**src/hw/rtl/smx_pkg.sv**
```systemverilog
// ----------------------------------------------------------------------------
// smx_pkg
// Shared types, codes and operation tables for the stack machine executor.
// ----------------------------------------------------------------------------
package smx_pkg;

  localparam int unsigned StackDepthDef  = 256;
  localparam int unsigned ProgramSizeDef = 4096;

  localparam int unsigned ModeW = 5;
  localparam int unsigned DataW = 32;
  localparam int unsigned TgtW  = 12;
  localparam int unsigned NidxW = 13;
  localparam int unsigned ErrW  = 3;

  typedef enum logic [ModeW-1:0] {
    OP_PUSH  = 5'd0,
    OP_ADD   = 5'd1,
    OP_SUB   = 5'd2,
    OP_DIV   = 5'd3,
    OP_MUL   = 5'd4,
    OP_MOD   = 5'd5,
    OP_GT    = 5'd6,
    OP_LT    = 5'd7,
    OP_EQ    = 5'd8,
    OP_NOT   = 5'd9,
    OP_AND   = 5'd10,
    OP_OR    = 5'd11,
    OP_PRINT = 5'd12,
    OP_DUP   = 5'd13,
    OP_DUP2  = 5'd14,
    OP_SWAP  = 5'd15,
    OP_OVER  = 5'd16,
    OP_IF    = 5'd17,
    OP_ELSE  = 5'd18,
    OP_WHILE = 5'd19,
    OP_DO    = 5'd20,
    OP_END   = 5'd21
  } op_e;

  typedef enum logic [ErrW-1:0] {
    ERR_OK      = 3'd0,
    ERR_UNDER   = 3'd1,
    ERR_OVER    = 3'd2,
    ERR_DIV0    = 3'd3,
    ERR_INVALID = 3'd4
  } err_e;

  // operands an operation needs on the stack
  function automatic logic [1:0] smx_need(input logic [ModeW-1:0] mode);
    logic [1:0] r;
    case (mode)
      OP_PUSH, OP_ELSE, OP_WHILE, OP_END:      r = 2'd0;
      OP_NOT, OP_PRINT, OP_DUP, OP_IF, OP_DO:  r = 2'd1;
      default:                                 r = 2'd2;
    endcase
    return r;
  endfunction

  // net change of the stack count
  function automatic logic signed [2:0] smx_grow(input logic [ModeW-1:0] mode);
    logic signed [2:0] r;
    case (mode)
      OP_PUSH, OP_DUP, OP_OVER:                   r = 3'sd1;
      OP_DUP2:                                    r = 3'sd2;
      OP_NOT, OP_SWAP, OP_ELSE, OP_WHILE, OP_END: r = 3'sd0;
      default:                                    r = -3'sd1;
    endcase
    return r;
  endfunction

endpackage

```
**src/hw/rtl/smx_div.sv**
```systemverilog
// ----------------------------------------------------------------------------
// smx_div
// Unsigned 32-bit restoring divider, one quotient bit per cycle.
// ----------------------------------------------------------------------------
module smx_div
  import smx_pkg::*;
(
  input  logic             clk_i,
  input  logic             rst_ni,
  input  logic             start_i,
  input  logic [DataW-1:0] dividend_i,
  input  logic [DataW-1:0] divisor_i,
  output logic             busy_o,
  output logic             done_o,
  output logic [DataW-1:0] quot_o,
  output logic [DataW-1:0] rem_o
);

  localparam int unsigned CntW = $clog2(DataW + 1);

  logic             busy_q, done_q;
  logic [CntW-1:0]  cnt_q;
  logic [DataW:0]   rem_q;
  logic [DataW-1:0] quo_q, dsr_q;
  logic [DataW:0]   rem_sh, rem_sub;
  logic             fits;

  assign rem_sh  = {rem_q[DataW-1:0], quo_q[DataW-1]};
  assign rem_sub = rem_sh - {1'b0, dsr_q};
  assign fits    = rem_sh >= {1'b0, dsr_q};

  always_ff @(posedge clk_i or negedge rst_ni) begin
    if (!rst_ni) begin
      busy_q <= 1'b0;
      done_q <= 1'b0;
      cnt_q  <= '0;
    end else begin
      done_q <= 1'b0;
      if (start_i) begin
        busy_q <= 1'b1;
        cnt_q  <= CntW'(DataW);
      end else if (busy_q) begin
        cnt_q <= cnt_q - 1'b1;
        if (cnt_q == CntW'(1)) begin
          busy_q <= 1'b0;
          done_q <= 1'b1;
        end
      end
    end
  end

  always_ff @(posedge clk_i) begin
    if (start_i) begin
      rem_q <= '0;
      quo_q <= dividend_i;
      dsr_q <= divisor_i;
    end else if (busy_q) begin
      rem_q <= fits ? rem_sub : rem_sh;
      quo_q <= {quo_q[DataW-2:0], fits};
    end
  end

  assign busy_o = busy_q;
  assign done_o = done_q;
  assign quot_o = quo_q;
  assign rem_o  = rem_q[DataW-1:0];

endmodule
```
**config.mk**
```make
export PLATFORM = sky130hd
export DESIGN_NAME = smx_div
export DESIGN_NICKNAME = d
export VERILOG_FILES = /design/src/hw/rtl/smx_pkg.sv /design/src/hw/rtl/smx_div.sv
export SDC_FILE = /design/constraint.sdc
export NUM_CORES = 1
export LEC_CHECK = 0
export ABC_AREA = 1
export BUFFER_PORTS_ARGS = -buffer_cell sky130_fd_sc_hd__buf_2
export CAP_MARGIN = 20
export CORE_AREA = 2 2 114 116
export CTS_CLUSTER_SIZE = 10
export DETAILED_ROUTE_END_ITERATION = 12
export DIE_AREA = 0 0 116 118
export PLACE_DENSITY = 0.8
export SETUP_SLACK_MARGIN = 0.1
export SYNTH_ARGS = -nofsm -noshare
export SYNTH_HDL_FRONTEND = slang
export SYNTH_SLANG_ARGS = --single-unit
```
**constraint.sdc**
```tcl
create_clock -name clk_i -period 2.5 [get_ports clk_i]
set_clock_uncertainty 0.2 [all_clocks]
set_input_delay 0.125 -clock clk_i [delete_from_list [all_inputs] [get_ports clk_i]]
set_output_delay 0.125 -clock clk_i [all_outputs]
set_load 0.03 [all_outputs]
```
==> flow_summary.json, run 1 <==
{
  "via_density_per_instance": 5.17,
  "floorplan.core_area_um2": 12400,
  "design.final.nets": 1317,
  "cts_max_path_buffers": 2,
  "netlist_top_cells_count": "409 x sky130_fd_sc_hd__nand2_1, 187 x sky130_fd_sc_hd__inv_1, 83 x sky130_fd_sc_hd__nand3_1, 64 x sky130_fd_sc_hd__edfxtp_1, 42 x sky130_fd_sc_hd__nor2_1",
  "hold_vio_cnt_final": 0,
  "timing.critical_path.buf_inv": 3,
  "report.final.slew_viol_count": 0,
  "detail_route.drc_violations": 0,
  "overall_global_routing_usage": 0.296,
  "fmax_mhz": 426,
  "cp_slowest_cell": "sky130_fd_sc_hd__edfxtp_1",
  "crit_path_max_fanout": 8,
  "synth_seq_area_share": 0.402,
  "yosysMostFrequentCell": "sky130_fd_sc_hd__nand2_1",
  "period_minus_slack_ps": 2350,
  "met3_wirelength_um": 1650,
  "drive_gt1_frac": 0.225,
  "number_of_buffers_inserted_during_clock_tree_synthesis": 9,
  "synthesis.area_per_instance_um2": 6.90,
  "firstDrtPassIters": 6,
  "area_share_of_and_or_nand_nor_cells_after_synthesis": 0.354,
  "setup_slack_ps": 151,
  "run_status": "finished, final reports clean",
  "final.setup.tns_ps": 0,
  "synth.area.top_cells": "sky130_fd_sc_hd__edfxtp_1 28%, sky130_fd_sc_hd__nand2_1 22%, sky130_fd_sc_hd__inv_1 10%",
  "initial_core_util": 0.554,
  "worst_r2r_path_depth": 15,
  "cts_tree": "built",
  "slew_headroom": 0.617,
  "total_number_of_vias": 7190,
  "place.port_buffers": 132,
  "synth_mux_area_frac": 0,
  "top_layer_used": "met4",
  "cts-htree-levels": 3,
  "complex_gate_fraction_of_the_synthesized_area": 0.0399,
  "wl_per_cell_um": 15.7,
  "setup.worst_path.end_class": "register",
  "fin_crit_sh": 0.940,
  "crit_path_frequent_cell": "sky130_fd_sc_hd__nor2_4",
  "routabilityCongestion": 1.00,
  "fp-row-count": 41,
  "async_flop_share": 0.0769,
  "min_delay_path_depth": 2,
  "synth_cell_types": 36,
  "data_required_time_of_the_worst_path_ps": 2540,
  "regToRegSetupSlack_ps": 150,
  "p_per_area_nw_per_um2": 932,
  "cts_num_sinks": 104,
  "setup_repair_after_global_routing_missed_its_margin": "true",
  "ys_dominant_reg_cell": "sky130_fd_sc_hd__edfxtp_1",
  "setup.worst_path.end": "rem_q[8]$_SDFFE_PP0P_",
  "rr_startpoint": "dsr_q[11]$_DFFE_PP_",
  "areaGrowthSynthToFinish_pct": 39.4,
  "drt_wl_total_um": 21900,
  "yosysTopAreaCellShare": 0.280,
  "finalHoldWorstSlack_ps": 257,
  "max_stage_delay_ps": 330,
  "yosys_warnings": 0,
  "drv_cap": 0,
  "mappedNetlistArea_um2": 6870,
  "setup.worst_path.class": "reg2reg",
  "setup_viol": 0,
  "antenna_violating_nets_post_route": 0,
  "routedLengthMet1_um": 8890,
  "diodes": 0,
  "drt_first_iter_violations": 574,
  "post_synthesis_cell_count": 996,
  "p_total_mw": 8.93,
  "cp_num_cells": 15,
  "dp_hpwl_um": 13700,
  "worst-endpoint-arrival_ps": 2390,
  "number_of_global_route_vias_before_repair": 6786,
  "path_class_of_the_lowest_slack_min_delay_path": "in2reg",
  "path_delay_family": "simple AND/OR/NAND/NOR gates",
  "globalRouteOverflowTotal": 0,
  "mappedNetlistNets": 1098,
  "grt_first_pass_wirelength_um": 32000,
  "vdd.ir_drop.worst_mv": 0.474,
  "synth_area_leader_cell": "sky130_fd_sc_hd__edfxtp_1",
  "dp_slack_ps": -1.32,
  "grt_max_degree": 46,
  "dieArea_um2": 13700,
  "met2WireLength_um": 10500,
  "die_width_um": 116,
  "timing.critical_path.from_type": "register",
  "ys_ff_latch": 104,
  "tightest_slew_ps": 575,
  "power_leakage_nw": 5.03,
  "reg_to_reg_endpoint": "rem_q[8]$_SDFFE_PP0P_",
  "synth-xor-area-share": 0.0178,
  "synthAdderAreaFrac": 0.0648,
  "clkLatencyLatePin_ps": 370,
  "dominant_combinational_cell_family_by_area_after_synthesis": "simple AND/OR/NAND/NOR gates",
  "die_height_um": 118,
  "ioPinCount": 133,
  "number_of_antenna_violations_at_the_first_check_in_global_routing": 0,
  "number_of_enable_type_register_cells_in_the_synthesized_netlist": 64,
  "utilization": 0.772,
  "cts.clk_slew.worst_paths_ps": 80,
  "clock-root-buffer": "sky130_fd_sc_hd__clkbuf_16",
  "worstPathCellList": "inv_1, ha_4, nand2_2, nor2_4, nand2_2, nor2_4, nand2_1, nor2_2, nor2_4, buf_12, nand2_8, clkbuf_16, nand2_1, nand3_1, o21ai_1",
  "crit_start": "dsr_q[11]$_DFFE_PP_"
}
logic make-up (layout without fill, tap and decap cells):
group	count (synthesis)	count (layout)
DFF	104	104
and+or+nand+nor	581	581
xor gates and xnor gates	14	14
adders and majority gates	35	35
buffers and inverters	211	435
AOI/OAI and AO/OA	51	51
layout by cell type, fill, tap and decap left out, drive strengths merged:
cell type / n
a21oi: 24
nand2: 415
and2: 3
nor3: 6
ha: 34
clkinv: 2
o22ai: 1
fa: 1
o21bai: 3
clkbuf: 15
nand3b: 14
dfrtp: 8
edfxtp: 64
nand3: 84
nor4: 2
dfxtp: 32
o21a: 2
o21ai: 20
xnor2: 13
inv: 193
nand4: 8
dlygate4sd3: 67
buf: 158
a31oi: 1
xor2: 1
nor2: 49
worst min-delay path by stage:
stage                        startpoint                   to  slack [ps]
after detailed placement         rst_ni     busy_o$_DFF_PN0_        -220
after global placement           rst_ni     done_o$_DFF_PN0_        -220
final                     divisor_i[21]  dsr_q[21]$_DFFE_PP_         260
after CTS                 divisor_i[21]  dsr_q[21]$_DFFE_PP_         250
after floorplan                  rst_ni     busy_o$_DFF_PN0_        -370
after global routing       divisor_i[7]   dsr_q[7]$_DFFE_PP_         260
power by group:
group	switching, mW	internal [mW]	leakage, nW	total (mW)
clock network	0.733	0.699	0.144	1.43
logic	2.98	2.05	3.85	5.03
registers	0.316	2.15	1.03	2.47
total	4.03	4.90	5.03	8.93
registers in the layout, indices dropped and copies added (netlist names):
signal / flops
dsr_q: 32
quot_o: 32
rem_q: 32
cnt_q: 6
busy_o: 1
done_o: 1
timing repair:
item	CTS	global route
setup buffers	0	11
endpoints found under the setup margin	28	33
cloned	0	6
hold endpoints to repair	79	0
hold buffers	67	0
resized for setup	7	104
pin swaps	0	23
layer usage:
metal,up-vias,global-route usage
met3,75,0.0644
met2,336,0.494
li1,3522,-
met4,0,0.121
met5,-,0
met1,3257,0.369
per-stage QoR:
step / cells / instance area, µm²
after floorplan: 996 / 6880
after global placement: 1292 / 7770
after detailed placement: 1292 / 7770
after CTS: 1375 / 8750
after global routing: 1392 / 9580
final: 1392 / 9580
layout make-up:
cell class,instances,area [µm²]
fillers,910,2830
clock inverters,7,58.8
multi-input cells,681,3870
repair buffers,231,1740
inverters,188,706
flip-flops and latches,104,2770
clock buffers,9,225
well taps,172,215
Note: power is estimated with default switching activity, not from simulation.
==> inputs of run 2 (changes only) <==
--- a/config.mk
+++ b/config.mk
@@ -8,11 +8,11 @@
 export ABC_AREA = 1
 export BUFFER_PORTS_ARGS = -buffer_cell sky130_fd_sc_hd__buf_2
 export CAP_MARGIN = 20
-export CORE_AREA = 2 2 114 116
+export CORE_AREA = 2 2 120 111
 export CTS_CLUSTER_SIZE = 10
 export DETAILED_ROUTE_END_ITERATION = 12
-export DIE_AREA = 0 0 116 118
-export PLACE_DENSITY = 0.8
+export DIE_AREA = 0 0 122 113
+export PLACE_DENSITY = 0.79
 export SETUP_SLACK_MARGIN = 0.1
 export SYNTH_ARGS = -nofsm -noshare
 export SYNTH_HDL_FRONTEND = slang
==> run 2 against run 1 <==
Effect of this change:
- combinational power increased by 5.6%
- worst setup slack got worse by 6.9 ps
- first-iteration DRC count increased by 14%
- largest power group unchanged
- count of clock-buffer cells in the layout increased by 1
- design area increased by 0.90%
- non-clock buffer count increased by 3
==> flow_summary.json, run 2 (synthesis gave the netlist of run 1 again) <==
{
  "most_frequent_cells_in_the_layout": "368 x sky130_fd_sc_hd__nand2_1, 180 x sky130_fd_sc_hd__inv_1, 132 x sky130_fd_sc_hd__buf_2",
  "final_design_area_no_fill_um2": 9670,
  "hold_vio_cnt_final": 0,
  "busiest_layer": "met2",
  "grt_util_met3": 0.0514,
  "via_density_per_instance": 5.21,
  "cts_num_sinks": 104,
  "design.final.nets": 1320,
  "max_stage_delay_ps": 330,
  "worst_r2r_path_depth": 15,
  "data_required_time_of_the_worst_path_ps": 2550,
  "die_height_um": 113,
  "antenna_violating_nets_post_route": 0,
  "setup_viol": 0,
  "cp_num_cells": 15,
  "layout.cells.non_filler": 1388,
  "drt_wl_total_um": 22400,
  "layout_commonest_cell": "sky130_fd_sc_hd__nand2_1",
  "worstPathCellList": "inv_1, ha_4, nand2_1, nor2_2, nand2_1, nor2_2, nand2_1, nor2_2, nor2_4, buf_12, nand2_8, clkbuf_16, nand2_1, nand3_1, nand2_1",
  "firstDrtPassIters": 7,
  "setup.worst_path.end": "rem_q[21]$_SDFFE_PP0P_",
  "fp-row-count": 39,
  "grt_util_met1": 0.420,
  "setup.worst_path.end_class": "register",
  "multi_input_comb_area_um2": 3950,
  "number_of_antenna_violations_at_the_first_check_in_global_routing": 0,
  "number_of_global_route_vias_before_repair": 6569,
  "grt_first_pass_wirelength_um": 32800,
  "grt_max_degree": 47,
  "timing.critical_path.buf_inv": 3,
  "drive_gt1_frac": 0.246,
  "floorplan.core_area_um2": 12400,
  "crit_path_max_fanout": 8,
  "globalRouteOverflowTotal": 0,
  "clkLatencyLatePin_ps": 360,
  "p_per_area_nw_per_um2": 946,
  "vdd.ir_drop.worst_mv": 0.709,
  "report.final.slew_viol_count": 0,
  "setup_repair_after_global_routing_missed_its_margin": "true",
  "finalHoldWorstSlack_ps": 151,
  "sequential_cell_area_um2": 2770,
  "utilization": 0.777,
  "path_class_of_the_lowest_slack_min_delay_path": "in2reg",
  "p_total_mw": 9.15,
  "initial_core_util": 0.552,
  "dp_slack_ps": 85.7,
  "dieArea_um2": 13800,
  "cp_slowest_cell": "sky130_fd_sc_hd__edfxtp_1",
  "fin_crit_sh": 0.942,
  "total_number_of_vias": 7231,
  "timing.critical_path.from_type": "register",
  "placement.cell_area_um2": 7790,
  "cts_tree": "built",
  "setup_slack_ps": 144,
  "overall_global_routing_usage": 0.305,
  "cts_max_path_buffers": 2,
  "tightest_slew_ps": 598,
  "power_leakage_nw": 5.04,
  "routabilityCongestion": 0.970,
  "areaGrowthSynthToFinish_pct": 40.7,
  "cts.clk_slew.worst_paths_ps": 80,
  "drv_cap": 0,
  "fmax_mhz": 424,
  "detail_route.drc_violations": 0,
  "placed_cells_incl_taps": 1288,
  "drt_first_iter_violations": 653,
  "dp_hpwl_um": 14400,
  "run_status": "finished, final reports clean",
  "crit_start": "dsr_q[7]$_DFFE_PP_",
  "number_of_buffers_inserted_during_clock_tree_synthesis": 9,
  "die_width_um": 122,
  "crit_path_frequent_cell": "sky130_fd_sc_hd__nand2_1",
  "fillerInstances": 889,
  "path_delay_family": "simple AND/OR/NAND/NOR gates",
  "grt.met2_usage": 0.501,
  "cts-htree-levels": 3,
  "slew_headroom": 0.601,
  "regToRegSetupSlack_ps": 140,
  "period_minus_slack_ps": 2360,
  "wl_per_cell_um": 16.1,
  "place.port_buffers": 132,
  "clock-root-buffer": "sky130_fd_sc_hd__clkbuf_16",
  "reg_to_reg_endpoint": "rem_q[21]$_SDFFE_PP0P_",
  "rr_startpoint": "dsr_q[7]$_DFFE_PP_",
  "final.setup.tns_ps": 0,
  "ioPinCount": 133,
  "setup.worst_path.class": "reg2reg",
  "worst-endpoint-arrival_ps": 2400
}
## run 2: cell types whose count changed in the layout (fill, tap and decap cells not counted), moves of 3 or more
cell	before	now
sky130_fd_sc_hd__a21oi_1	22	19
sky130_fd_sc_hd__buf_4	20	23
sky130_fd_sc_hd__inv_1	183	180
sky130_fd_sc_hd__nand2_1	381	368
sky130_fd_sc_hd__nand2_2	24	37
sky130_fd_sc_hd__nand3_1	79	74
sky130_fd_sc_hd__nand3_2	3	9
## run 2: worst min path at each step
stage             from             endpoint  slack, ps  depth (start not counted)
2_1_floorplan   rst_ni     busy_o$_DFF_PN0_       -370                          0
3_3_place_gp    rst_ni     done_o$_DFF_PN0_       -220                          1
3_5_place_dp    rst_ni     done_o$_DFF_PN0_       -230                          1
4_1_cts        start_i  dsr_q[27]$_DFFE_PP_        150                          2
5_1_grt        start_i  dsr_q[27]$_DFFE_PP_        170                          2
6_report       start_i  dsr_q[26]$_DFFE_PP_        150                          2
## run 2: layout make-up
| class | count | area share |
|---|---|---|
| Clock inverter | 6 | 0.00518 |
| Inverter | 188 | 0.0730 |
| Timing Repair Buffer | 234 | 0.182 |
| Sequential cell | 104 | 0.286 |
| Antenna cell | 1 | 0.000259 |
| Multi-Input combinational cell | 681 | 0.409 |
| Tap cell | 164 | 0.0212 |
| Clock buffer | 10 | 0.0237 |
## run 2: power breakdown
part	internal, mW	switching (mW)	leakage [nW]
Combinational	2.17	3.14	3.87
Sequential	2.15	0.315	1.03
Clock	0.691	0.684	0.135
## run 2: repair_timing
| action | in CTS | in global routing |
|---|---|---|
| endpoints found under the setup margin | 12 | 33 |
| endpoints found under the hold margin | 72 | 0 |
| setup buffers | 0 | 12 |
| hold buffers | 66 | 0 |
| pin swaps | 0 | 30 |
| resized for setup | 5 | 133 |
| gates cloned | 0 | 5 |
## run 2: routing by layer
layer | vias to the layer above | share of wire
met1 | 3310 | 0.42
met4 | 0 | 0.020
met5 | - | 0
met3 | 41 | 0.074
met2 | 342 | 0.48
li1 | 3538 | -
